$ cat src/rtl/core/image_stream_to_pixel_writes_top_defines.svh
// Assertion macros shared by the image stream to pixel writes RTL.
`ifndef IMAGE_STREAM_TO_PIXEL_WRITES_TOP_DEFINES_SVH
`define IMAGE_STREAM_TO_PIXEL_WRITES_TOP_DEFINES_SVH

// Property checked at every clock edge outside reset.
`define ISTPW_ASSERT(lbl, clk, rst_n, prop, msg) \
  lbl: assert property (@(posedge clk) disable iff (!rst_n) (prop)) else $error(msg);

// Antecedent in one cycle implies consequent in the next.
`define ISTPW_ASSERT_NEXT(lbl, clk, rst_n, ante, cons, msg) \
  lbl: assert property (@(posedge clk) disable iff (!rst_n) (ante) |=> (cons)) else $error(msg);

`endif

$ cat src/rtl/core/istpw_pkg.sv
// Types and constants of the image stream to pixel writes block.
`timescale 1ns / 1ps
`default_nettype none

package istpw_pkg;

  localparam int DEFAULT_FRAME_SIZE = 512;
  localparam int QUEUE_DEPTH        = 4;
  localparam int CFG_IDX_W          = 1;

  // header byte positions
  localparam logic [3:0] HB_COLS_LO = 4'd2;
  localparam logic [3:0] HB_COLS_HI = 4'd3;
  localparam logic [3:0] HB_ROWS_LO = 4'd6;
  localparam logic [3:0] HB_ROWS_HI = 4'd7;
  localparam logic [3:0] HB_MODE_LO = 4'd10;
  localparam logic [3:0] HB_LAST    = 4'd11;

  localparam logic [7:0] MODE_NARROW = 8'd1;

  typedef enum logic [1:0] {
    PH_HEADER = 2'd0,
    PH_ROWS   = 2'd1,
    PH_IGNORE = 2'd2
  } phase_e;

  typedef enum logic [1:0] {
    KIND_PIXEL     = 2'd0,
    KIND_HDR_TRUNC = 2'd1,
    KIND_ROW_TRUNC = 2'd2
  } result_kind_e;

  typedef enum logic [CFG_IDX_W-1:0] {
    CFG_ORIGIN_COLUMN = 1'd0,
    CFG_ORIGIN_ROW    = 1'd1
  } cfg_reg_e;

  typedef struct packed {
    logic [7:0] data_byte;
    logic       end_of_file;
  } in_item_t;

  typedef struct packed {
    result_kind_e result_kind;
    logic [8:0]   frame_row;
    logic [8:0]   frame_column;
    logic [15:0]  pixel_value;
  } out_item_t;

  typedef struct packed {
    logic [8:0] origin_column;
    logic [8:0] origin_row;
  } cfg_t;

  // classified item handed from front to back; indices are image-relative
  typedef struct packed {
    result_kind_e kind;
    logic [8:0]   row_idx;
    logic [8:0]   col_idx;
    logic [15:0]  value;
  } cmd_t;

  typedef struct packed {
    logic full;
    logic empty;
  } q_status_t;

endpackage

`default_nettype wire

$ cat src/rtl/core/istpw_front.sv
// Front end: header parsing, clipping and per-byte classification.
`timescale 1ns / 1ps
`default_nettype none
`include "image_stream_to_pixel_writes_top_defines.svh"

module istpw_front import istpw_pkg::*; #(
  parameter int FRAME_SIZE = DEFAULT_FRAME_SIZE
) (
  input  wire logic      clk_i,
  input  wire logic      rst_ni,
  input  wire logic      in_valid_i,
  output logic           in_stall_o,
  input  wire in_item_t  in_item_i,
  input  wire cfg_t      cfg_i,
  input  wire q_status_t q_status_i,
  output logic           push_o,
  output cmd_t           cmd_o
);

  localparam int         CW      = $clog2(FRAME_SIZE + 1);
  localparam logic [16:0] FRAME_W = 17'(FRAME_SIZE);

  phase_e          phase_q, phase_d;
  logic [3:0]      hdr_cnt_q, hdr_cnt_d;
  logic [7:0]      held_q, held_d;
  logic [15:0]     cols_q, cols_d;
  logic [15:0]     rows_q, rows_d;
  logic            wide_q, wide_d;
  logic [CW-1:0]   kept_cols_q, kept_cols_d;
  logic [CW-1:0]   kept_rows_q, kept_rows_d;
  logic [CW-1:0]   row_cnt_q, row_cnt_d;
  logic [16:0]     bir_q, bir_d;

  logic            accept;
  logic [7:0]      b;
  logic            wide_new;
  logic [16:0]     origin_col_w, origin_row_w;
  logic [16:0]     room_col, room_row;
  logic [16:0]     kept_col_w, kept_row_w;
  logic [CW-1:0]   kept_cols_new, kept_rows_new;
  logic [16:0]     row_bytes;
  logic [16:0]     bir_inc;
  logic [CW-1:0]   row_inc;
  logic            row_end;
  logic [CW+8:0]   row_ext;
  logic [8:0]      row_idx;

  assign in_stall_o = q_status_i.full;
  assign accept     = in_valid_i && !in_stall_o;
  assign b          = in_item_i.data_byte;

  assign wide_new = !(held_q == MODE_NARROW && b == 8'd0);

  // clip to the frame: min(count, FRAME_SIZE - origin), floored at zero
  assign origin_col_w  = 17'(cfg_i.origin_column);
  assign origin_row_w  = 17'(cfg_i.origin_row);
  assign room_col      = (origin_col_w < FRAME_W) ? FRAME_W - origin_col_w : '0;
  assign room_row      = (origin_row_w < FRAME_W) ? FRAME_W - origin_row_w : '0;
  assign kept_col_w    = (17'(cols_q) < room_col) ? 17'(cols_q) : room_col;
  assign kept_row_w    = (17'(rows_q) < room_row) ? 17'(rows_q) : room_row;
  assign kept_cols_new = kept_col_w[CW-1:0];
  assign kept_rows_new = kept_row_w[CW-1:0];

  assign row_bytes = wide_q ? {cols_q, 1'b0} : {1'b0, cols_q};
  assign bir_inc   = bir_q + 17'd1;
  assign row_inc   = row_cnt_q + CW'(1);
  assign row_end   = bir_inc >= row_bytes;
  assign row_ext   = {9'd0, row_cnt_q};
  assign row_idx   = row_ext[8:0];

  // next phase
  always_comb begin
    phase_d = phase_q;
    if (accept) begin
      if (in_item_i.end_of_file) begin
        phase_d = PH_HEADER;
      end else begin
        unique case (phase_q)
          PH_HEADER: begin
            if (hdr_cnt_q == HB_LAST) begin
              phase_d = (kept_rows_new == '0 || cols_q == 16'd0) ? PH_IGNORE : PH_ROWS;
            end
          end
          PH_ROWS: begin
            if (row_end && row_inc >= kept_rows_q) begin
              phase_d = PH_IGNORE;
            end
          end
          PH_IGNORE: ;
          default: phase_d = PH_HEADER;
        endcase
      end
    end
  end

  // datapath and classification
  always_comb begin
    hdr_cnt_d   = hdr_cnt_q;
    held_d      = held_q;
    cols_d      = cols_q;
    rows_d      = rows_q;
    wide_d      = wide_q;
    kept_cols_d = kept_cols_q;
    kept_rows_d = kept_rows_q;
    row_cnt_d   = row_cnt_q;
    bir_d       = bir_q;
    push_o      = 1'b0;
    cmd_o       = '0;
    if (accept) begin
      if (in_item_i.end_of_file) begin
        push_o       = (phase_q == PH_HEADER) || (phase_q == PH_ROWS);
        cmd_o.kind    = (phase_q == PH_HEADER) ? KIND_HDR_TRUNC : KIND_ROW_TRUNC;
        cmd_o.row_idx = (phase_q == PH_ROWS) ? row_idx : 9'd0;
        hdr_cnt_d   = '0;
        held_d      = '0;
        cols_d      = '0;
        rows_d      = '0;
        wide_d      = 1'b0;
        kept_cols_d = '0;
        kept_rows_d = '0;
        row_cnt_d   = '0;
        bir_d       = '0;
      end else begin
        unique case (phase_q)
          PH_HEADER: begin
            unique case (hdr_cnt_q)
              HB_COLS_LO: cols_d = {8'd0, b};
              HB_COLS_HI: cols_d = {b, cols_q[7:0]};
              HB_ROWS_LO: rows_d = {8'd0, b};
              HB_ROWS_HI: rows_d = {b, rows_q[7:0]};
              HB_MODE_LO: held_d = b;
              HB_LAST:    wide_d = wide_new;
              default: ;
            endcase
            hdr_cnt_d = hdr_cnt_q + 4'd1;
            if (hdr_cnt_q == HB_LAST) begin
              hdr_cnt_d   = '0;
              held_d      = '0;
              kept_cols_d = kept_cols_new;
              kept_rows_d = kept_rows_new;
              row_cnt_d   = '0;
              bir_d       = '0;
            end
          end
          PH_ROWS: begin
            cmd_o.kind    = KIND_PIXEL;
            cmd_o.row_idx = row_idx;
            if (!wide_q) begin
              cmd_o.col_idx = bir_q[8:0];
              cmd_o.value   = {4'd0, b, 4'd0};
              push_o        = bir_q < 17'(kept_cols_q);
            end else if (!bir_q[0]) begin
              held_d = b;
            end else begin
              cmd_o.col_idx = bir_q[9:1];
              cmd_o.value   = {b, held_q};
              push_o        = bir_q[16:1] < 16'(kept_cols_q);
            end
            bir_d = bir_inc;
            if (row_end) begin
              bir_d     = '0;
              row_cnt_d = row_inc;
            end
          end
          PH_IGNORE: ;
          default: ;
        endcase
      end
    end
  end

  always_ff @(posedge clk_i or negedge rst_ni) begin
    if (!rst_ni) begin
      phase_q     <= PH_HEADER;
      hdr_cnt_q   <= '0;
      held_q      <= '0;
      cols_q      <= '0;
      rows_q      <= '0;
      wide_q      <= 1'b0;
      kept_cols_q <= '0;
      kept_rows_q <= '0;
      row_cnt_q   <= '0;
      bir_q       <= '0;
    end else begin
      phase_q     <= phase_d;
      hdr_cnt_q   <= hdr_cnt_d;
      held_q      <= held_d;
      cols_q      <= cols_d;
      rows_q      <= rows_d;
      wide_q      <= wide_d;
      kept_cols_q <= kept_cols_d;
      kept_rows_q <= kept_rows_d;
      row_cnt_q   <= row_cnt_d;
      bir_q       <= bir_d;
    end
  end

  `ISTPW_ASSERT(a_hdr_cnt_range, clk_i, rst_ni, hdr_cnt_q <= HB_LAST, "header count past end")
  `ISTPW_ASSERT(a_rows_nonempty, clk_i, rst_ni, phase_q != PH_ROWS || (kept_rows_q != '0 && row_cnt_q < kept_rows_q), "row phase with no rows left")
  `ISTPW_ASSERT(a_bir_in_row, clk_i, rst_ni, phase_q != PH_ROWS || bir_q < row_bytes, "byte index beyond row")

endmodule

`default_nettype wire

$ cat src/rtl/core/istpw_queue.sv
// Short queue of classified items between front and back.
`timescale 1ns / 1ps
`default_nettype none
`include "image_stream_to_pixel_writes_top_defines.svh"

module istpw_queue import istpw_pkg::*; (
  input  wire logic clk_i,
  input  wire logic rst_ni,
  input  wire logic push_i,
  input  wire cmd_t cmd_i,
  input  wire logic pop_i,
  output cmd_t      cmd_o,
  output q_status_t status_o
);

  localparam int PTR_W = $clog2(QUEUE_DEPTH);
  localparam int CNT_W = $clog2(QUEUE_DEPTH + 1);
  localparam logic [PTR_W-1:0] PTR_LAST = PTR_W'(QUEUE_DEPTH - 1);
  localparam logic [CNT_W-1:0] CNT_FULL = CNT_W'(QUEUE_DEPTH);

  cmd_t             mem_q [QUEUE_DEPTH];
  logic [PTR_W-1:0] wr_ptr_q, wr_ptr_d;
  logic [PTR_W-1:0] rd_ptr_q, rd_ptr_d;
  logic [CNT_W-1:0] cnt_q, cnt_d;

  assign status_o.full  = cnt_q == CNT_FULL;
  assign status_o.empty = cnt_q == '0;
  assign cmd_o          = mem_q[rd_ptr_q];

  always_comb begin
    wr_ptr_d = wr_ptr_q;
    rd_ptr_d = rd_ptr_q;
    cnt_d    = cnt_q;
    if (push_i) begin
      wr_ptr_d = (wr_ptr_q == PTR_LAST) ? '0 : wr_ptr_q + PTR_W'(1);
    end
    if (pop_i) begin
      rd_ptr_d = (rd_ptr_q == PTR_LAST) ? '0 : rd_ptr_q + PTR_W'(1);
    end
    if (push_i && !pop_i) begin
      cnt_d = cnt_q + CNT_W'(1);
    end else if (pop_i && !push_i) begin
      cnt_d = cnt_q - CNT_W'(1);
    end
  end

  always_ff @(posedge clk_i) begin
    if (push_i) begin
      mem_q[wr_ptr_q] <= cmd_i;
    end
  end

  always_ff @(posedge clk_i or negedge rst_ni) begin
    if (!rst_ni) begin
      wr_ptr_q <= '0;
      rd_ptr_q <= '0;
      cnt_q    <= '0;
    end else begin
      wr_ptr_q <= wr_ptr_d;
      rd_ptr_q <= rd_ptr_d;
      cnt_q    <= cnt_d;
    end
  end

  `ISTPW_ASSERT(a_no_overflow, clk_i, rst_ni, !(push_i && status_o.full), "push into full queue")
  `ISTPW_ASSERT(a_no_underflow, clk_i, rst_ni, !(pop_i && status_o.empty), "pop from empty queue")
  `ISTPW_ASSERT_NEXT(a_cnt_grows, clk_i, rst_ni, push_i && !pop_i, cnt_q == $past(cnt_q) + CNT_W'(1), "count did not follow push")

endmodule

`default_nettype wire

$ cat src/rtl/core/istpw_back.sv
// Back end: places classified items in the frame and holds the output register.
`timescale 1ns / 1ps
`default_nettype none

module istpw_back import istpw_pkg::*; (
  input  wire logic      clk_i,
  input  wire logic      rst_ni,
  input  wire cfg_t      cfg_i,
  input  wire q_status_t q_status_i,
  input  wire cmd_t      cmd_i,
  output logic           pop_o,
  output logic           out_valid_o,
  input  wire logic      out_stall_i,
  output out_item_t      out_item_o
);

  logic      out_valid_q, out_valid_d;
  out_item_t out_item_q, out_item_d;
  logic      is_pixel;

  assign pop_o    = !q_status_i.empty && (!out_valid_q || !out_stall_i);
  assign is_pixel = cmd_i.kind == KIND_PIXEL;

  always_comb begin
    out_valid_d = out_valid_q;
    out_item_d  = out_item_q;
    if (pop_o) begin
      out_valid_d              = 1'b1;
      out_item_d.result_kind   = cmd_i.kind;
      out_item_d.frame_row     = is_pixel ? cfg_i.origin_row + cmd_i.row_idx : cmd_i.row_idx;
      out_item_d.frame_column  = is_pixel ? cfg_i.origin_column + cmd_i.col_idx : 9'd0;
      out_item_d.pixel_value   = is_pixel ? cmd_i.value : 16'd0;
    end else if (out_valid_q && !out_stall_i) begin
      out_valid_d = 1'b0;
    end
  end

  always_ff @(posedge clk_i or negedge rst_ni) begin
    if (!rst_ni) begin
      out_valid_q <= 1'b0;
    end else begin
      out_valid_q <= out_valid_d;
    end
  end

  always_ff @(posedge clk_i) begin
    out_item_q <= out_item_d;
  end

  assign out_valid_o = out_valid_q;
  assign out_item_o  = out_item_q;

endmodule

`default_nettype wire

$ cat src/rtl/core/image_stream_to_pixel_writes_top.sv
// Top level of the image stream to pixel writes block.
// Usage:
//   in channel: one file byte per item (in_valid_i / in_stall_o); an item with
//   end_of_file set closes the stream and rearms the parser.
//   out channel: pixel writes and truncation reports (out_valid_o / out_stall_i).
//   cfg channel: origin_column (index 0) and origin_row (index 1), always
//   ready; write only while the block is idle.
// Path: the result of an accepted byte is written into the front/back queue
//   at the accepting edge; the back end then pops it from the queue into the
//   output register.
// Throughput: one byte per cycle while in_stall_o is low. The front only
//   updates counters and does a compare per byte; the four-entry queue and
//   output register let the front keep taking bytes while the receiver
//   stalls, and in_stall_o rises only once the queue is full.
// Reset: parser returns to the header phase, queue and output are emptied,
//   both origins return to zero.

`timescale 1ns / 1ps
`default_nettype none

module image_stream_to_pixel_writes_top import istpw_pkg::*; #(
  parameter int FRAME_SIZE = DEFAULT_FRAME_SIZE
) (
  input  wire logic                 clk_i,
  input  wire logic                 rst_ni,
  input  wire logic                 in_valid_i,
  output logic                      in_stall_o,
  input  wire in_item_t             in_item_i,
  output logic                      out_valid_o,
  input  wire logic                 out_stall_i,
  output out_item_t                 out_item_o,
  input  wire logic                 cfg_valid_i,
  output logic                      cfg_ready_o,
  input  wire logic [CFG_IDX_W-1:0] cfg_index_i,
  input  wire logic [8:0]           cfg_data_i
);

  cfg_t      cfg_q, cfg_d;
  logic      push;
  logic      pop;
  cmd_t      cmd_in, cmd_out;
  q_status_t q_status;

  assign cfg_ready_o = 1'b1;

  always_comb begin
    cfg_d = cfg_q;
    if (cfg_valid_i && cfg_ready_o) begin
      unique case (cfg_reg_e'(cfg_index_i))
        CFG_ORIGIN_COLUMN: cfg_d.origin_column = cfg_data_i;
        CFG_ORIGIN_ROW:    cfg_d.origin_row    = cfg_data_i;
        default: ;
      endcase
    end
  end

  always_ff @(posedge clk_i or negedge rst_ni) begin
    if (!rst_ni) begin
      cfg_q <= '0;
    end else begin
      cfg_q <= cfg_d;
    end
  end

  istpw_front #(
    .FRAME_SIZE(FRAME_SIZE)
  ) u_front (
    .clk_i      (clk_i),
    .rst_ni     (rst_ni),
    .in_valid_i (in_valid_i),
    .in_stall_o (in_stall_o),
    .in_item_i  (in_item_i),
    .cfg_i      (cfg_q),
    .q_status_i (q_status),
    .push_o     (push),
    .cmd_o      (cmd_in)
  );

  istpw_queue u_queue (
    .clk_i    (clk_i),
    .rst_ni   (rst_ni),
    .push_i   (push),
    .cmd_i    (cmd_in),
    .pop_i    (pop),
    .cmd_o    (cmd_out),
    .status_o (q_status)
  );

  istpw_back u_back (
    .clk_i       (clk_i),
    .rst_ni      (rst_ni),
    .cfg_i       (cfg_q),
    .q_status_i  (q_status),
    .cmd_i       (cmd_out),
    .pop_o       (pop),
    .out_valid_o (out_valid_o),
    .out_stall_i (out_stall_i),
    .out_item_o  (out_item_o)
  );

endmodule

`default_nettype wire

$ cat config.mk
export PLATFORM = sky130hd
export DESIGN_NAME = image_stream_to_pixel_writes_top
export DESIGN_NICKNAME = d
export VERILOG_FILES = /design/src/rtl/core/istpw_pkg.sv /design/src/rtl/core/istpw_front.sv /design/src/rtl/core/istpw_queue.sv /design/src/rtl/core/istpw_back.sv /design/src/rtl/core/image_stream_to_pixel_writes_top.sv
export VERILOG_INCLUDE_DIRS = /design/src /design/src/rtl/core
export SDC_FILE = /design/constraint.sdc
export NUM_CORES = 1
export LEC_CHECK = 0
export BUFFER_PORTS_ARGS = -buffer_cell sky130_fd_sc_hd__buf_2
export CORE_UTILIZATION = 65
export CTS_CLUSTER_DIAMETER = 60
export DETAILED_ROUTE_END_ITERATION = 16
export PLACE_DENSITY = 0.82
export SYNTH_ARGS = -nofsm -noshare
export SYNTH_HDL_FRONTEND = slang
export SYNTH_SLANG_ARGS = --single-unit
$ cat constraint.sdc
create_clock -name clk_i -period 5.3 [get_ports clk_i]
set_input_delay 1.06 -clock clk_i [delete_from_list [all_inputs] [get_ports clk_i]]
set_output_delay 1.06 -clock clk_i [all_outputs]
set_load 0.02 [all_outputs]
==> flow_summary_export.csv <==
group,metric,value,unit
floorplanning,io_pins,63,
layout,diodes,0,
setup_path,rr_worst_depth,12,
synthesis,avgSynthCellArea,12.3,um2
route,viasPerCell,6.29,
floorplanning,dieHeight,156,um
route,routedWlPerCell,21.4,um
timing,post-route-min-period,4.06,ns
setup_path,path_class,"flop to flop",
placed_design,place_area,16000,um2
layout,mostFrequentLayoutCells,"edfxtp_1 (180), dfrtp_1 (118), nand2_1 (99)",
timing,hold_viol,0,
synthesis,ys_types,64,
layout,final_nets,1430,
synthesis,yosysWarnings,0,
route,drtIter0Drc,994,
pwr,seq_power_share,39.7,%
setup_path,critPathCaptureType,"flop",
setup_path,cp-start-kind,"flop",
synthesis,postSynthCellCount,1251,
placed_design,placedCellCount,1592,
floorplanning,start_util,67.0,%
cts,cts_tree,"yes",
pwr,switchingPower,3130,uW
timing,fmax,246,MHz
timing,slew_violations,0,
setup_path,path_buf_inv,0,
global_route,grt.total_usage,30.1,%
cts,hold_buffers,0,
layout,final_common_cell,"edfxtp_1",
setup_path,cp_slowest_stage_delay,0.63,ns
global_route,grt_max_degree,68,
setup_path,critical_path_required,5.75,ns
cts,post_cts_resized,0,
global_route,grt_pass1_vias,10200,
setup_path,r2r-start,"u_front.bir_q[0]$_DFFE_PN0P_",
worst_hold_path,worstHoldPathType,"primary input to async pin",
floorplanning,core-area,22900,um2
layout,synthToLayoutAreaGrowth,11.2,%
route,drt_wl_total,35.3,mm
outcome,status,"finished clean",
setup_path,critical-path-top-delay-family,"simple AND/OR/NAND/NOR gates",
cts,numClockSinks,300,
layout,drive_above_1_share,16.8,%
global_route,grt_pass1_wl,55.4,mm
timing,setup_viol,0,
cts,post_cts_buffers,0,
cts,cts-buffers-inserted,31,
pwr,power_density,513,nW/um2
timing,timing.final.ws_setup,1.24,ns
pwr,comb_power_share,34.1,%
pwr,ir_drop,0.000292,V
synthesis,synth_area,15400,um2
placed_design,io_buffer_count,61,
layout,fillers,1471,
setup_path,arrival,4.51,ns
setup_path,ff2ff_setup_slack,1.24,ns
pwr,internal-power,5640,uW
synthesis,ys.flop_type,"edfxtp_1",
route,drc,0,
setup_path,reg2reg_to,"u_front.row_cnt_q[3]$_DFFE_PN0P_",
cts,clockBufferDepth,3,
floorplanning,die_w,156,um
setup_path,critPathSlowestCell,"a21oi_2",
synthesis,synth_nets,1369,
run,max_cap_viol_count,0,
synthesis,ys_seq_elements,300,
pwr,power_frac_clock,26.2,%
setup_path,worstPathCellList,"ha_1 > and3_1 > nand3_1 > nor2_1 > xnor2_1 > ha_1 > nand3_1 > nor3_1 > a21oi_1 > a21o_1 > a21oi_2 > mux2_2",
route,via_count,10400,
timing,worst_slew_pin_slew,1.15,ns
timing,holdWs,0.345,ns
pwr,p_sw_share,35.7,%
floorplanning,num_rows,55,
route,ant_nets,0,
placed_design,place.gp.congestion,0.918,
setup_path,crit_path_max_fanout,11,
timing,tns,0,ns
synthesis,ys_seq_area_share,54.7,%
layout,fin_cells,1650,
floorplanning,dieArea,24200,um2
synthesis,synth_edf_count,180,
layout,final_area,17100,um2
timing,fin_worst_skew,0.0198,ns
synthesis,synth-async-reset-ratio,40.0,%
cts,htree_levels,1,
route,firstDrtPassIters,5,
global_route,antenna_found_initial,0,
global_route,overflow,0,
placed_design,dp_hpwl,24.7,mm
cts,cts-root-buf,"clkbuf_16",
cts,clk_pin_slew,0.07,ns
cts,clock_latency,0.58,ns
timing,period_share,76.6,%
timing,rsz0062_at_grt,"no",
timing,relSlewSlack,22.6,%
pwr,p_leak,0.00700,uW
placed_design,dpl_worst_slack,1.12,ns
==> cells by family after synthesis <==
logic type	share of synthesized area, %
flops	54.7
mux	10.3
simple gates	12.0
buf+inv	3.18
fa+ha+maj	7.80
xor+xnor	2.97
other cells	0.0244
compound gates	8.96
==> state kept, by name, summed over array words and instances, names as in the netlist, 2 cells and up <==
register	cells
u_back.out_item_o	36
u_front.kept_rows_q	10
u_queue.rd_ptr_q	2
u_front.phase_q	2
u_queue.mem_q	144
u_front.cols_q	16
u_front.hdr_cnt_q	4
u_front.row_cnt_q	10
u_front.kept_cols_q	10
cfg_q	18
u_queue.wr_ptr_q	2
u_front.bir_q	17
u_front.rows_q	16
u_front.held_q	8
u_queue.cnt_q	3
==> how the worst max path moves through the flow <==
stage               depth (start not counted)                    startpoint                          endpoint  slack (ns)
detailed placement                          7                  in_item_i[0]    u_queue.mem_q[3][20]$_DFFE_PP_        1.12
floorplan                                   5                  in_item_i[0]     u_queue.mem_q[3][0]$_DFFE_PP_        1.86
global route                               12  u_front.bir_q[0]$_DFFE_PN0P_  u_front.row_cnt_q[6]$_DFFE_PN0P_        0.85
global placement                            7                  in_item_i[0]    u_queue.mem_q[3][21]$_DFFE_PP_        1.19
CTS                                        13  u_front.bir_q[0]$_DFFE_PN0P_  u_front.row_cnt_q[3]$_DFFE_PN0P_        1.30
finish                                     12  u_front.bir_q[0]$_DFFE_PN0P_  u_front.row_cnt_q[3]$_DFFE_PN0P_        1.24
==> worst reg2reg max path: cells and delay by family, from the launching register on <==
kind	cells	cell delay [ns]
XOR/XNOR	1	0.12
AND/OR/NAND/NOR	5	1.18
adder cells (fa/ha/maj)	2	0.62
multiplexers	1	0.42
flip-flops	1	0.50
AO/OA/AOI/OAI	3	1.09
==> power by group through the flow <==
| stage | Clock [uW] | Combinational (uW) | Sequential [uW] |
|---|---|---|---|
| 6_report | 2290 | 2990 | 3480 |
| 5_1_grt | 2400 | 3300 | 3540 |
| 4_1_cts | 2310 | 2980 | 3480 |
| 3_5_place_dp | 0 | 2950 | 3510 |
| 3_3_place_gp | 0 | 2840 | 3490 |
| 2_1_floorplan | 0 | 2150 | 3470 |
==> Yosys cell counts, drive strengths merged, types with 25 or more instances <==
master	number	area share, %
edfxtp	180	35
o21ai	79	2.6
ha	91	7.4
nand3	25	0.81
mux2i	35	2.3
mux2	37	2.7
nand2	99	2.4
mux4	36	5.3
nor2b	41	1.7
dfrtp	120	20
clkbuf	31	0.83
a22o	25	1.4
a21oi	47	1.6
inv	69	1.7
xor2	29	1.7
nor2	66	1.6
==> final cells by class <==
class                      instances  area, um2  share of cell area (%)
inverter                          69        259                    1.52
clock buffer                      41        950                    5.56
tap                              313        392                    2.29
multi-input combinational        833       6460                    37.8
clock inverter                    17        161                   0.945
timing repair buffer              77        440                    2.58
sequential                       300       8410                    49.3
==> per-layer routing <==
layer / track usage [%] / up-vias / share of wire (%)
met5: 0 / - / 0
met4: 7.70 / 0 / 2.3
met3: 4.75 / 59 / 8.7
met2: 47.9 / 500 / 47
met1: 43.7 / 5120 / 42
li1: - / 4705 / -
==> metrics by stage <==
step | util, % | power, uW
after detailed placement | 69.7 | 6460
after floorplan | - | 5620
after global placement | 69.7 | 6320
after global routing | 74.5 | 9240
after CTS | 74.5 | 8780
final | 74.5 | 8770
No activity file was read; power rests on OpenSTA's default activity.
